File: config.mk
export PLATFORM = sky130hd
export DESIGN_NAME = der_tlv_header_walker
export DESIGN_NICKNAME = d
export VERILOG_FILES = /design/src/rtl/dtw_pkg.sv /design/src/rtl/dtw_front.sv /design/src/rtl/dtw_back.sv /design/src/rtl/der_tlv_header_walker.sv
export SDC_FILE = /design/constraint.sdc
export NUM_CORES = 2
export LEC_CHECK = 0
export ABC_AREA = 1
export ABC_CLOCK_PERIOD_IN_PS = 11120
export BUFFER_PORTS_ARGS = -buffer_cell sky130_fd_sc_hd__buf_2
export CAP_MARGIN = 20
export CORE_MARGIN = 4
export CORE_UTILIZATION = 55
export CTS_BUF_LIST = sky130_fd_sc_hd__clkbuf_16
export DETAILED_ROUTE_END_ITERATION = 6
export GPL_TIMING_DRIVEN = 0
export PLACE_DENSITY = 0.8
export SYNTH_ARGS = -nofsm -noshare
export SYNTH_HDL_FRONTEND = slang
export SYNTH_SLANG_ARGS = --single-unit
File: constraint.sdc
create_clock -name clk -period 11.12 [get_ports clk]
set_input_delay 0.556 -clock clk [delete_from_list [all_inputs] [get_ports clk]]
set_output_delay 0.556 -clock clk [all_outputs]
set_load 0.05 [all_outputs]
File: src/rtl/dtw_pkg.sv
// ----------------------------------------------------------------------------
// dtw_pkg
// Shared types and constants for the DER tag-length-value header walker.
// ----------------------------------------------------------------------------
package dtw_pkg;

  // Offsets and lengths are carried at this width.
  localparam int OFF_W       = 32;
  // Number of containers that may be open at once.
  localparam int STACK_DEPTH = 16;
  localparam int IDX_W       = (STACK_DEPTH > 1) ? $clog2(STACK_DEPTH) : 1;
  localparam int SP_W        = $clog2(STACK_DEPTH + 1);

  // Identifier and length octet masks.
  localparam logic [7:0] TAG_NUM_MASK = 8'h1F;
  localparam logic [7:0] LEN_LONG     = 8'h80;
  localparam logic [7:0] LEN_NUM_MASK = 8'h7F;
  localparam logic [6:0] LEN_MAX_OCT  = 7'd8;

  typedef enum logic [2:0] {
    PH_TAG       = 3'd0,
    PH_SKIP      = 3'd1,
    PH_LEN_FIRST = 3'd2,
    PH_LEN_BYTES = 3'd3,
    PH_CONTENT   = 3'd4
  } phase_t;

  typedef enum logic [1:0] {
    EV_HEADER = 2'd0,
    EV_DONE   = 2'd1,
    EV_ERROR  = 2'd2
  } evt_kind_t;

  typedef enum logic [2:0] {
    ERR_TRUNCATED  = 3'd0,
    ERR_INDEFINITE = 3'd1,
    ERR_TOO_WIDE   = 3'd2,
    ERR_OVERRUN    = 3'd3,
    ERR_TOO_DEEP   = 3'd4
  } err_code_t;

  // A byte as classified by the front end.
  typedef struct packed {
    logic [7:0] data;
    logic       sof;
    logic       high_tag;
    logic       cons;
    logic       short_len;
    logic       indef;
    logic       too_wide;
    logic [3:0] num;
  } byte_cls_t;

endpackage

File: src/rtl/dtw_front.sv
// ----------------------------------------------------------------------------
// dtw_front
// Accepts message bytes, classifies each one and holds it in a two-entry
// queue for the walker.
// ----------------------------------------------------------------------------
module dtw_front import dtw_pkg::*; (
  input  logic      clk,
  input  logic      rst_n,
  input  logic      in_valid,
  output logic      in_ready,
  input  logic [7:0] in_data_byte,
  input  logic      in_start_of_message,
  output logic      q_valid,
  input  logic      q_ready,
  output byte_cls_t q_item
);

  byte_cls_t  cls;
  byte_cls_t  mem_r [2];
  logic       wr_ptr_r, wr_ptr_nxt;
  logic       rd_ptr_r, rd_ptr_nxt;
  logic [1:0] cnt_r, cnt_nxt;
  logic       push, pop;

  // Decode the byte for every phase it might be used in.
  always_comb begin
    cls.data      = in_data_byte;
    cls.sof       = in_start_of_message;
    cls.high_tag  = (in_data_byte & TAG_NUM_MASK) == TAG_NUM_MASK;
    cls.cons      = in_data_byte[5];
    cls.short_len = in_data_byte < LEN_LONG;
    cls.indef     = in_data_byte == LEN_LONG;
    cls.too_wide  = (in_data_byte[6:0] & LEN_NUM_MASK[6:0]) > LEN_MAX_OCT;
    cls.num       = in_data_byte[3:0];
  end

  assign in_ready = cnt_r != 2'd2;
  assign q_valid  = cnt_r != 2'd0;
  assign q_item   = mem_r[rd_ptr_r];
  assign push     = in_valid && in_ready;
  assign pop      = q_valid && q_ready;

  // Queue pointers and fill count.
  always_comb begin
    wr_ptr_nxt = push ? ~wr_ptr_r : wr_ptr_r;
    rd_ptr_nxt = pop ? ~rd_ptr_r : rd_ptr_r;
    cnt_nxt    = cnt_r + {1'b0, push} - {1'b0, pop};
  end

  always_ff @(posedge clk) begin
    if (!rst_n) begin
      wr_ptr_r <= 1'b0;
      rd_ptr_r <= 1'b0;
      cnt_r    <= 2'd0;
    end else begin
      wr_ptr_r <= wr_ptr_nxt;
      rd_ptr_r <= rd_ptr_nxt;
      cnt_r    <= cnt_nxt;
    end
  end

  // Queue storage.
  always_ff @(posedge clk) begin
    if (push) begin
      mem_r[wr_ptr_r] <= cls;
    end
  end

`ifndef SYNTHESIS
  a_cnt_bound: assert property (@(posedge clk) disable iff (!rst_n)
    cnt_r != 2'd3) else $error("queue count out of range");
  a_no_push_full: assert property (@(posedge clk) disable iff (!rst_n)
    cnt_r == 2'd2 && !pop |=> cnt_r == 2'd2) else $error("queue count lost");
  a_ptr_diff: assert property (@(posedge clk) disable iff (!rst_n)
    cnt_r == 2'd0 || cnt_r == 2'd2 |-> wr_ptr_r == rd_ptr_r)
    else $error("queue pointers disagree with count");
`endif

endmodule

File: src/rtl/dtw_back.sv
// ----------------------------------------------------------------------------
// dtw_back
// Walks the tag-length-value structure one classified byte per cycle unless a
// result waits on out_ready, keeps the container end stack, registers the result.
// ----------------------------------------------------------------------------
module dtw_back import dtw_pkg::*; (
  input  logic             clk,
  input  logic             rst_n,
  input  logic [OFF_W-1:0] msg_len,
  input  logic             q_valid,
  output logic             q_ready,
  input  byte_cls_t        q_item,
  output logic             out_valid,
  input  logic             out_ready,
  output logic [1:0]       out_event_res,
  output logic [2:0]       out_error_code,
  output logic [7:0]       out_tag_byte,
  output logic [31:0]      out_element_length,
  output logic [4:0]       out_nesting_depth,
  output logic [31:0]      out_header_offset,
  output logic             out_is_constructed,
  output logic             out_message_done
);

  // Walk state.
  phase_t           ph_r, ph_nxt;
  logic [OFF_W-1:0] pos_r, pos_nxt;
  logic [7:0]       tag_r, tag_nxt;
  logic [OFF_W-1:0] acc_r, acc_nxt;
  logic             ovf_r, ovf_nxt;
  logic [3:0]       lbl_r, lbl_nxt;
  logic [OFF_W-1:0] cbl_r, cbl_nxt;
  logic [OFF_W-1:0] est_r, est_nxt;
  logic [SP_W-1:0]  sp_r, sp_nxt;
  logic             fin_r, fin_nxt;
  logic             fail_r, fail_nxt;
  logic [OFF_W-1:0] stack_r [STACK_DEPTH];

  // Result register.
  logic             ov_r, ov_nxt;
  evt_kind_t        ev_r, ev_nxt;
  err_code_t        ec_r, ec_nxt;
  logic [7:0]       otag_r, otag_nxt;
  logic [OFF_W-1:0] olen_r, olen_nxt;
  logic [SP_W-1:0]  odep_r, odep_nxt;
  logic [OFF_W-1:0] ooff_r, ooff_nxt;
  logic             ocons_r, ocons_nxt;
  logic             odone_r, odone_nxt;

  // Working values.
  logic                   take, emit;
  phase_t                 c_ph;
  logic [OFF_W-1:0]       c_pos, pos_inc, bound, avail;
  logic [SP_W-1:0]        c_sp, pops;
  logic                   c_fin, c_fail;
  logic [STACK_DEPTH-1:0] hit;
  logic                   push;
  logic [OFF_W-1:0]       push_val;
  logic                   hdr_go, hdr_ovf, err;
  logic [OFF_W-1:0]       hdr_len, acc_sh;
  err_code_t              err_code;

  assign q_ready = !ov_r || out_ready;
  assign take    = q_valid && q_ready;

  // Start of message clears the walk before the byte is used.
  always_comb begin
    c_ph    = q_item.sof ? PH_TAG : ph_r;
    c_pos   = q_item.sof ? '0 : pos_r;
    c_sp    = q_item.sof ? '0 : sp_r;
    c_fin   = q_item.sof ? 1'b0 : fin_r;
    c_fail  = q_item.sof ? 1'b0 : fail_r;
    bound   = (c_sp != '0) ? stack_r[IDX_W'(c_sp - SP_W'(1))] : msg_len;
    pos_inc = c_pos + OFF_W'(1);
    avail   = bound - pos_inc;
    acc_sh  = {acc_r[OFF_W-9:0], q_item.data};
  end

  // Parallel check of the open containers that end at the new position.
  always_comb begin
    for (int k = 0; k < STACK_DEPTH; k++) begin
      hit[k] = (SP_W'(k) < c_sp) && (stack_r[k] <= pos_inc);
    end
    pops = SP_W'($countones(hit));
  end

  // Walk step.
  always_comb begin
    ph_nxt   = c_ph;
    pos_nxt  = c_pos;
    tag_nxt  = tag_r;
    acc_nxt  = acc_r;
    ovf_nxt  = ovf_r;
    lbl_nxt  = lbl_r;
    cbl_nxt  = cbl_r;
    est_nxt  = est_r;
    sp_nxt   = c_sp;
    fin_nxt  = c_fin;
    fail_nxt = c_fail;
    push     = 1'b0;
    push_val = pos_inc;
    hdr_go   = 1'b0;
    hdr_len  = '0;
    hdr_ovf  = 1'b0;
    err      = 1'b0;
    err_code = ERR_TRUNCATED;
    emit     = 1'b0;
    ev_nxt   = EV_HEADER;
    ec_nxt   = ERR_TRUNCATED;
    otag_nxt = '0;
    olen_nxt = '0;
    odep_nxt = '0;
    ooff_nxt = '0;
    ocons_nxt = 1'b0;
    odone_nxt = 1'b0;

    if (c_fin || c_fail) begin
      // Walk over: byte ignored.
    end else if (c_ph == PH_CONTENT) begin
      pos_nxt = pos_inc;
      cbl_nxt = cbl_r - OFF_W'(1);
      if (cbl_r == OFF_W'(1)) begin
        sp_nxt = c_sp - pops;
        ph_nxt = PH_TAG;
        if (sp_nxt == '0) begin
          fin_nxt   = 1'b1;
          emit      = 1'b1;
          ev_nxt    = EV_DONE;
          odone_nxt = 1'b1;
        end
      end
    end else if (c_pos >= bound) begin
      err = 1'b1;
    end else begin
      pos_nxt = pos_inc;
      case (c_ph)
        PH_TAG: begin
          est_nxt = c_pos;
          tag_nxt = q_item.data;
          ph_nxt  = q_item.high_tag ? PH_SKIP : PH_LEN_FIRST;
        end
        PH_SKIP: begin
          if (!q_item.data[7]) begin
            ph_nxt = PH_LEN_FIRST;
          end
        end
        PH_LEN_FIRST: begin
          if (q_item.short_len) begin
            hdr_go  = 1'b1;
            hdr_len = OFF_W'(q_item.data);
          end else if (q_item.indef) begin
            err      = 1'b1;
            err_code = ERR_INDEFINITE;
          end else if (q_item.too_wide) begin
            err      = 1'b1;
            err_code = ERR_TOO_WIDE;
          end else if (OFF_W'(q_item.num) > avail) begin
            err = 1'b1;
          end else begin
            lbl_nxt = q_item.num;
            acc_nxt = '0;
            ovf_nxt = 1'b0;
            ph_nxt  = PH_LEN_BYTES;
          end
        end
        PH_LEN_BYTES: begin
          // Bits shifted above the offset width only matter as overrun.
          acc_nxt = acc_sh;
          ovf_nxt = ovf_r || (acc_r[OFF_W-1:OFF_W-8] != 8'd0);
          lbl_nxt = lbl_r - 4'd1;
          if (lbl_r == 4'd1) begin
            hdr_go  = 1'b1;
            hdr_len = acc_sh;
            hdr_ovf = ovf_nxt;
          end
        end
        default: begin
          ph_nxt = PH_TAG;
        end
      endcase

      // Header complete: check bounds and depth, then report it.
      if (hdr_go) begin
        if (hdr_ovf || (hdr_len > avail)) begin
          err      = 1'b1;
          err_code = ERR_OVERRUN;
        end else if (tag_r[5] && (c_sp >= SP_W'(STACK_DEPTH))) begin
          err      = 1'b1;
          err_code = ERR_TOO_DEEP;
        end else begin
          if (tag_r[5]) begin
            push     = 1'b1;
            push_val = pos_inc + hdr_len;
            ph_nxt   = PH_TAG;
            if (hdr_len == '0) begin
              // The new container closes at once, with any it ends.
              sp_nxt = c_sp - pops;
            end else begin
              sp_nxt = c_sp + SP_W'(1);
            end
          end else if (hdr_len == '0) begin
            sp_nxt = c_sp - pops;
            ph_nxt = PH_TAG;
          end else begin
            cbl_nxt = hdr_len;
            ph_nxt  = PH_CONTENT;
          end
          if ((tag_r[5] || hdr_len == '0) && sp_nxt == '0) begin
            fin_nxt = 1'b1;
          end
          emit      = 1'b1;
          ev_nxt    = EV_HEADER;
          otag_nxt  = tag_r;
          olen_nxt  = hdr_len;
          odep_nxt  = c_sp;
          ooff_nxt  = est_r;
          ocons_nxt = tag_r[5];
          odone_nxt = fin_nxt;
        end
      end else if (!err && (pos_inc >= bound)) begin
        err = 1'b1;
      end
    end

    if (err) begin
      fail_nxt  = 1'b1;
      push      = 1'b0;
      emit      = 1'b1;
      ev_nxt    = EV_ERROR;
      ec_nxt    = err_code;
      otag_nxt  = '0;
      olen_nxt  = '0;
      odep_nxt  = '0;
      ooff_nxt  = '0;
      ocons_nxt = 1'b0;
      odone_nxt = 1'b0;
    end
  end

  assign ov_nxt = (take && emit) ? 1'b1 : (out_ready ? 1'b0 : ov_r);

  // Control state.
  always_ff @(posedge clk) begin
    if (!rst_n) begin
      ph_r   <= PH_TAG;
      pos_r  <= '0;
      sp_r   <= '0;
      fin_r  <= 1'b0;
      fail_r <= 1'b0;
      ov_r   <= 1'b0;
    end else begin
      ov_r <= ov_nxt;
      if (take) begin
        ph_r   <= ph_nxt;
        pos_r  <= pos_nxt;
        sp_r   <= sp_nxt;
        fin_r  <= fin_nxt;
        fail_r <= fail_nxt;
      end
    end
  end

  // Payload state and container end stack.
  always_ff @(posedge clk) begin
    if (take) begin
      tag_r <= tag_nxt;
      acc_r <= acc_nxt;
      ovf_r <= ovf_nxt;
      lbl_r <= lbl_nxt;
      cbl_r <= cbl_nxt;
      est_r <= est_nxt;
      if (push) begin
        stack_r[c_sp[IDX_W-1:0]] <= push_val;
      end
    end
  end

  // Result register.
  always_ff @(posedge clk) begin
    if (take && emit) begin
      ev_r    <= ev_nxt;
      ec_r    <= ec_nxt;
      otag_r  <= otag_nxt;
      olen_r  <= olen_nxt;
      odep_r  <= odep_nxt;
      ooff_r  <= ooff_nxt;
      ocons_r <= ocons_nxt;
      odone_r <= odone_nxt;
    end
  end

  assign out_valid          = ov_r;
  assign out_event_res      = ev_r;
  assign out_error_code     = ec_r;
  assign out_tag_byte       = otag_r;
  assign out_element_length = olen_r;
  assign out_nesting_depth  = 5'(odep_r);
  assign out_header_offset  = ooff_r;
  assign out_is_constructed = ocons_r;
  assign out_message_done   = odone_r;

`ifndef SYNTHESIS
  a_sp_bound: assert property (@(posedge clk) disable iff (!rst_n)
    sp_r <= SP_W'(STACK_DEPTH)) else $error("stack pointer past depth");
  a_idle_after_end: assert property (@(posedge clk) disable iff (!rst_n)
    take && !q_item.sof && (fin_r || fail_r) |-> !emit)
    else $error("transaction produced after walk ended");
  a_content_count: assert property (@(posedge clk) disable iff (!rst_n)
    ph_r == PH_CONTENT |-> cbl_r != '0) else $error("content phase with no bytes left");
  a_no_overwrite: assert property (@(posedge clk) disable iff (!rst_n)
    ov_r && !out_ready |-> !take) else $error("result register overwritten");
`endif

endmodule

File: src/rtl/der_tlv_header_walker.sv
// A result is registered in the walker's result register after its byte has
// passed through the two-entry queue, and is held there until out_ready takes it.
// Throughput: one byte per cycle unless a result waits on out_ready; one byte's
// compares, length shift and parallel stack check are all combinational.
// A two-entry queue parts byte intake from the walker, and the result
// register parts the walker from the output side.
// Reset (rst_n low, synchronous) clears the walk, the queue and message_length.
// ----------------------------------------------------------------------------
// der_tlv_header_walker
// Top level: message length register, byte classifier with queue, and walker.
// ----------------------------------------------------------------------------
module der_tlv_header_walker import dtw_pkg::*; (
  input  logic        clk,
  input  logic        rst_n,
  input  logic        cfg_write_en,
  input  logic [31:0] cfg_write_data,
  input  logic        in_valid,
  output logic        in_ready,
  input  logic [7:0]  in_data_byte,
  input  logic        in_start_of_message,
  output logic        out_valid,
  input  logic        out_ready,
  output logic [1:0]  out_event_res,
  output logic [2:0]  out_error_code,
  output logic [7:0]  out_tag_byte,
  output logic [31:0] out_element_length,
  output logic [4:0]  out_nesting_depth,
  output logic [31:0] out_header_offset,
  output logic        out_is_constructed,
  output logic        out_message_done
);

  logic [OFF_W-1:0] msg_len_r, msg_len_nxt;
  logic             q_valid, q_ready;
  byte_cls_t        q_item;

  // Message length register.
  assign msg_len_nxt = cfg_write_en ? OFF_W'(cfg_write_data) : msg_len_r;

  always_ff @(posedge clk) begin
    if (!rst_n) begin
      msg_len_r <= '0;
    end else begin
      msg_len_r <= msg_len_nxt;
    end
  end

  dtw_front u_front (
    .clk                 (clk),
    .rst_n               (rst_n),
    .in_valid            (in_valid),
    .in_ready            (in_ready),
    .in_data_byte        (in_data_byte),
    .in_start_of_message (in_start_of_message),
    .q_valid             (q_valid),
    .q_ready             (q_ready),
    .q_item              (q_item)
  );

  dtw_back u_back (
    .clk                (clk),
    .rst_n              (rst_n),
    .msg_len            (msg_len_r),
    .q_valid            (q_valid),
    .q_ready            (q_ready),
    .q_item             (q_item),
    .out_valid          (out_valid),
    .out_ready          (out_ready),
    .out_event_res      (out_event_res),
    .out_error_code     (out_error_code),
    .out_tag_byte       (out_tag_byte),
    .out_element_length (out_element_length),
    .out_nesting_depth  (out_nesting_depth),
    .out_header_offset  (out_header_offset),
    .out_is_constructed (out_is_constructed),
    .out_message_done   (out_message_done)
  );

endmodule
; ---- Yosys cells after proc, flatten, opt, wreduce, memory -nomap -nowiden
; Memory sizes are Yosys's and may differ from the RTL's. A register that Yosys moved wholly into a read port is not among the register bits.
; Index checks and enable logic that the tools add are counted.
[totals]
mem_count = 2
out_inout_bits = 86
word_cells = 317
register_bits = 272
mem_bits_rw = 548
input_bits = 46
[op_classes]
addsub = 25
muxes = 154
n_lt_le_gt_ge = 39
n_bitwise = 8
reduce_logical = 46
eq_ne = 18
[memory_table]
columns = name, words, word_bits, read_ports, rd_clocked_by_memory_dff, write_ports, line
row1 = u_back.stack_r, 16, 32, 17, 0, 1, dtw_back.sv:37  ; logic [OFF_W-1:0] stack_r [STACK_DEPTH];
row2 = u_front.mem_r, 2, 18, 1, 1, 1, dtw_front.sv:19  ; byte_cls_t mem_r [2];
[op_table]
columns = op, count
row1 = 32-bit 2-to-1 mux, 27
row2 = 32-bit less-or-equal comparator, 16
row3 = 32-bit case mux with 2 select lines, 2
row4 = 5-bit 2-to-1 mux, 17
row5 = 1-bit 2-to-1 mux, 73
row6 = 32-bit greater-or-equal comparator, 2
row7 = 3-bit 2-to-1 mux, 21
row8 = 4-bit by 5-bit < comparator with 1-bit output (first input constant), 8
row9 = 5-bit adder, 7
row10 = 32-bit by 1-bit adder with 32-bit output (second input constant), 1
row11 = 32-bit adder, 1
row12 = 32-bit by 1-bit equality test with 1-bit output (second input constant), 1
row13 = 32-bit greater-than comparator, 1
row14 = 4-bit by 32-bit greater-than comparator with 1-bit output, 1
row15 = 32-bit logical NOT, 1
row16 = 32-bit by 1-bit subtractor with 32-bit output (second input constant), 1
row17 = 32-bit subtractor, 1
row18 = 1-bit logical AND, 22
row19 = 3-bit by 5-bit < comparator with 1-bit output (first input constant), 4
row20 = 1-bit by 1-bit adder with 2-bit output, 8
row21 = 4-bit 2-to-1 mux, 4
row22 = 2-bit inequality test (second input constant), 6
row23 = 3-bit case mux with 4 select lines, 1
row24 = 5-bit logical NOT, 2
row25 = 34 further kinds, 62

; ---- Depth between registers and ports, before layout
[logic_depth]
word_depth = 26
ltp_mapped = 56
ltp_nobuf = 49

; ---- Hierarchy
; Synthesis repeated with hierarchy kept, for this count alone.
[unflattened]
hier_cells = 5669
hier_area_um2 = 51694.6
[by_module_without_submodules]
columns = mod, area_per_inst_um2, cells_per_inst, seq_area_each_um2, n_inst
row1 = dtw_back, 49059.6, 5376, 22001.1, 1
row2 = der_tlv_header_walker, 1335.0, 202, 640.6, 1
row3 = dtw_front, 1300.0, 91, 880.8, 1

; ---- Worst setup path after synthesis
; OpenSTA, ideal clock, no wires.
[synth_path]
path_type = register to register
start = register (tool-made name)
end = register u_back.olen_r[0], in the netlist u_back.out_element_length[0] (enable)
arrival_ps = 9576
slack_ps = 1107
period_less_slack_ps = 10013
n_path_buf = 1
t_required_ps = 10683
stages_incl_launch_ff = 43
setup_ps = 437
cell_sequence = dfxtp_1 -> inv_2 -> nand2_4 -> nand2_4 -> buf_6 -> nor2_2 -> ha_1 -> inv_1 -> nor2_1 -> nand2_1 -> nor2_1 -> nand2_1 -> nor2_1 -> nand4_1 -> inv_1 -> nand3_1 -> or2_2 -> xor2_1 -> [... 7 more ...] -> a311oi_1 -> ha_1 -> inv_1 -> fa_1 -> fa_1 -> fa_1 -> inv_1 -> fa_1 -> inv_1 -> ha_1 -> xor2_1 -> nor3_1 -> nand4_1 -> nand2_1 -> inv_1 -> nand3_1 -> nand2_1 -> inv_1
[synth_lines]
columns = element, line
row1 = to (signal assigned), dtw_back.sv:284  ; olen_r <= olen_nxt;
row2 = to (decl), dtw_back.sv:44  ; logic [OFF_W-1:0] olen_r, olen_nxt;

==> impl_metrics.yaml <==
run_status:
  run_status: "finished with violations"
  violations: "design-rule violations"
synthesis:
  synth_nets: 6318
  synth_edf_count: 730
  syn_inst: 5623
  synth_top_area_share_pct: 42.45
  syn-cell-area_sq_um: 51640
  yosysSeqAreaShare_pct: 45.55
  synth_area_leaders: "edfxtp_1 (42%), ha_1 (15%), nand2_1 (8.3%)"
  async_flop_share_pct: 0
  synth_area_leader_cell: "edfxtp_1"
  avgSynthCellArea_sq_um: 9.184
  yosysMostFrequentCell: "nand2_1"
  synthFlopType: "edfxtp_1"
  synth-seq-cells: 810
  ys_warn_count: 0
  ys_types: 66
  synth_common_cells: "nand2_1 (1138), edfxtp_1 (730), ha_1 (633), nor2_1 (554), inv_1 (526)"
power_and_ir_drop:
  internal_power_mw: 9.072
  sw_frac_of_total_pct: 52.24
  power_frac_clock_pct: 15.9
  p_leak_nw: 24.12
  combPwrFrac_pct: 62.1
  p_sw_mw: 9.922
  seq_power_share_pct: 22.0
  peakVddDrop_uv: 223.1
  power_density_nw_per_um2: 321.8
clocking:
  clock-sinks: 810
  cts_tree: "done"
  clock_latency_ns: 0.71
  cts_buffers: 89
  cts_buffer_depth: 3
  root_buffer: "clkbuf_16"
  cts.clk_slew.worst_paths_ns: 0.06
  ctsHoldBuffers: 0
  htree_levels: 3
worst_setup_path:
  critPathArrivalTime_ns: 11.33
  crit_type: "reg -> reg"
  end_kind: "flip-flop"
  critical-path-slowest-cell: "xor2_1"
  worst_path_most_repeated_cell: "nand2_1"
  crit_required_ns: 11.52
  start_kind: "flip-flop"
  crit_path_max_incr_delay_ns: 0.76
  worst-path-max-fanout: 15
timing:
  period_needed_ns: 10.93
  setup_violations: 0
  slew_headroom_pct: 12.57
  fin_crit_sh_pct: 98.26
  worst_pin_slew_ns: 1.311
  fin_skew_ns: 0.03646
  hold_viol_final: 0
  clock.fmax_mhz: 91.52
  drv_slew: 0
  worst_slack_ns: 0.1931
detailed_routing:
  routedWlPerCell_um: 27.24
  drc: 2
  drtIter0Drc: 6548
  antenna_left: 0
  drt_pass1_iterations: 7
  wirelength_um: 198700
  drt-vias-per-instance: 6.397
  dr_total_vias: 46650
place:
  numPortBuffers: 130
  placed_area_sq_um: 55070
  dp_cells: 7073
  dp_hpwl_um: 151700
  gp_congestion: 1.046
  post-place-ws_ns: -4.816
cells_and_area:
  syn_to_final_growth_pct: 14.29
  drive_gt1_share_pct: 10.92
  nFillCells: 7671
  final_area_sq_um: 59020
  fin_cells: 7292
  nets: 6661
global_routing:
  grt_pass1_vias: 45340
  grtUsageTotal_pct: 39.38
  antenna_found_initial: 3
  grt_pass1_wl_um: 285800
  grt_max_degree: 61
  gr-total-overflow: 0
flow_run:
  max_cap_viol_count: 0
floorplan:
  dieArea_sq_um: 98860
  core_sq_um: 93190
  fp.dieW_um: 314.4
  dieHeight_um: 314.4
  io-pin-count: 132
  rows: 112
  start_util_pct: 55.41
hold_path:
  min_path_type: "in -> reg"
==> through the flow <==
step | total power, mW | setup TNS [ns] | hold slack [ns] | utilization, %
floorplan | 11.39 | 0 | 0.4258 | -
global placement | 14.96 | -6671.18 | 0.4394 | 57.80
detailed placement | 15.34 | -4791.10 | 0.4458 | 59.10
CTS | 18.48 | 0 | 0.07008 | 62.96
global route | 20.04 | -2.900 | 0.08104 | 63.33
finish | 18.99 | 0 | 0.09425 | 63.34
==> placed cells by master, fill, tap and decap left out, types with 79 or more instances in the layout <==
master        n
a21oi_1     470
a32oi_1      96
buf_2       147
clkbuf_1    104
clkbuf_16    91
dfxtp_1      79
edfxtp_1    730
ha_1        631
inv_1       533
nand2_1    1131
nand3_1     175
nand4_1      99
nor2_1      531
nor3_1       91
o21ai_0     284
==> power by group through the flow <==
stage / registers (mW) / clock network, mW / logic [mW]
final: 4.19 / 3.02 / 11.8
after floorplan: 4.82 / 0 / 6.57
after global placement: 4.31 / 0 / 10.6
after global routing: 4.22 / 3.15 / 12.7
after CTS: 4.19 / 3.02 / 11.3
after detailed placement: 4.24 / 0 / 11.1
==> worst paths after layout <==
check                                          from                     to  slack [ns]  cells after the start
worst max-delay path            u_front.mem_r[1][9]  u_back.stack_r[5][17]        0.19                     50
worst min-delay path             cfg_write_data[22]          msg_len_r[22]        0.09                      3
worst max register to register  u_front.mem_r[1][9]  u_back.stack_r[5][17]        0.19                     50
worst min register to register     u_front.rd_ptr_r              flip-flop        0.46                      1
==> area by class of cell <==
type	count	area (sq um)	share of cell area, %
Sequential cell	810	23520	39.86
Timing Repair inverter	1	5.005	0.008480
Multi-Input combinational cell	4086	25840	43.77
Buffer	185	905.9	1.535
Clock buffer	91	2277	3.858
Timing Repair Buffer	251	2218	3.759
Antenna cell	1	2.502	0.004240
Tap cell	1254	1569	2.658
Clock inverter	71	619.3	1.049
Inverter	542	2064	3.498
==> metal layers <==
layer	wire length, um	up-vias	part of all wire (%)	GRT usage (%)
li1	-	20640	-	-
met1	70510	21890	35	47.45
met2	85970	3269	43	60.73
met3	21460	849	11	8.196
met4	20710	4	10	33.06
met5	27	-	0.014	0
==> repair_timing <==
| item | 4_1_cts | 5_1_grt |
|---|---|---|
| cloned | 3 | 0 |
| resized for setup | 61 | 81 |
| buffers inserted | 41 | 11 |
| pin swaps | 19 | 4 |
| setup endpoints to repair | 1284 | 1183 |
==> state kept, by name (all words and copies together), names as in the netlist, 2 cells and up, named ones only <==
| signal | cells |
|---|---|
| u_front.cnt_r | 2 |
| u_back.sp_r | 5 |
| u_back.stack_r | 512 |
| u_back.out_event_res | 2 |
| u_back.est_r | 32 |
| u_back.tag_r | 8 |
| u_back.cbl_r | 32 |
| u_front.mem_r | 26 |
| msg_len_r | 32 |
| u_back.acc_r | 32 |
| u_back.lbl_r | 4 |
| u_back.out_nesting_depth | 5 |
| u_back.pos_r | 32 |
| u_back.out_error_code | 3 |
| u_back.ph_r | 3 |
| u_back.out_header_offset | 32 |
| u_back.out_tag_byte | 8 |
| u_back.out_element_length | 32 |
==> worst max-delay path, delay by kind of cell (launching register included) <==
kind	cells	cell delay, ns
flops	1	0.39
simple gates	20	3.09
buf+inv	19	3.94
compound gates	7	1.35
xor+xnor	1	0.76
fa+ha+maj	3	1.02
==> cells by family (layout without fill, tap and decap cells) <==
family | count (synthesis) | count (layout) | synth area share, %
multiplexers | 2 | 2 | 0.03877
XOR/XNOR | 95 | 95 | 1.611
other | 0 | 1 | 0
flip-flops | 810 | 810 | 45.55
adder cells (fa/ha/maj) | 649 | 649 | 15.96
AO/OA/AOI/OAI | 1127 | 1127 | 13.11
AND/OR/NAND/NOR | 2211 | 2213 | 18.20
buffers and inverters | 729 | 1141 | 5.531
No activity file was read; power rests on OpenSTA's default activity.
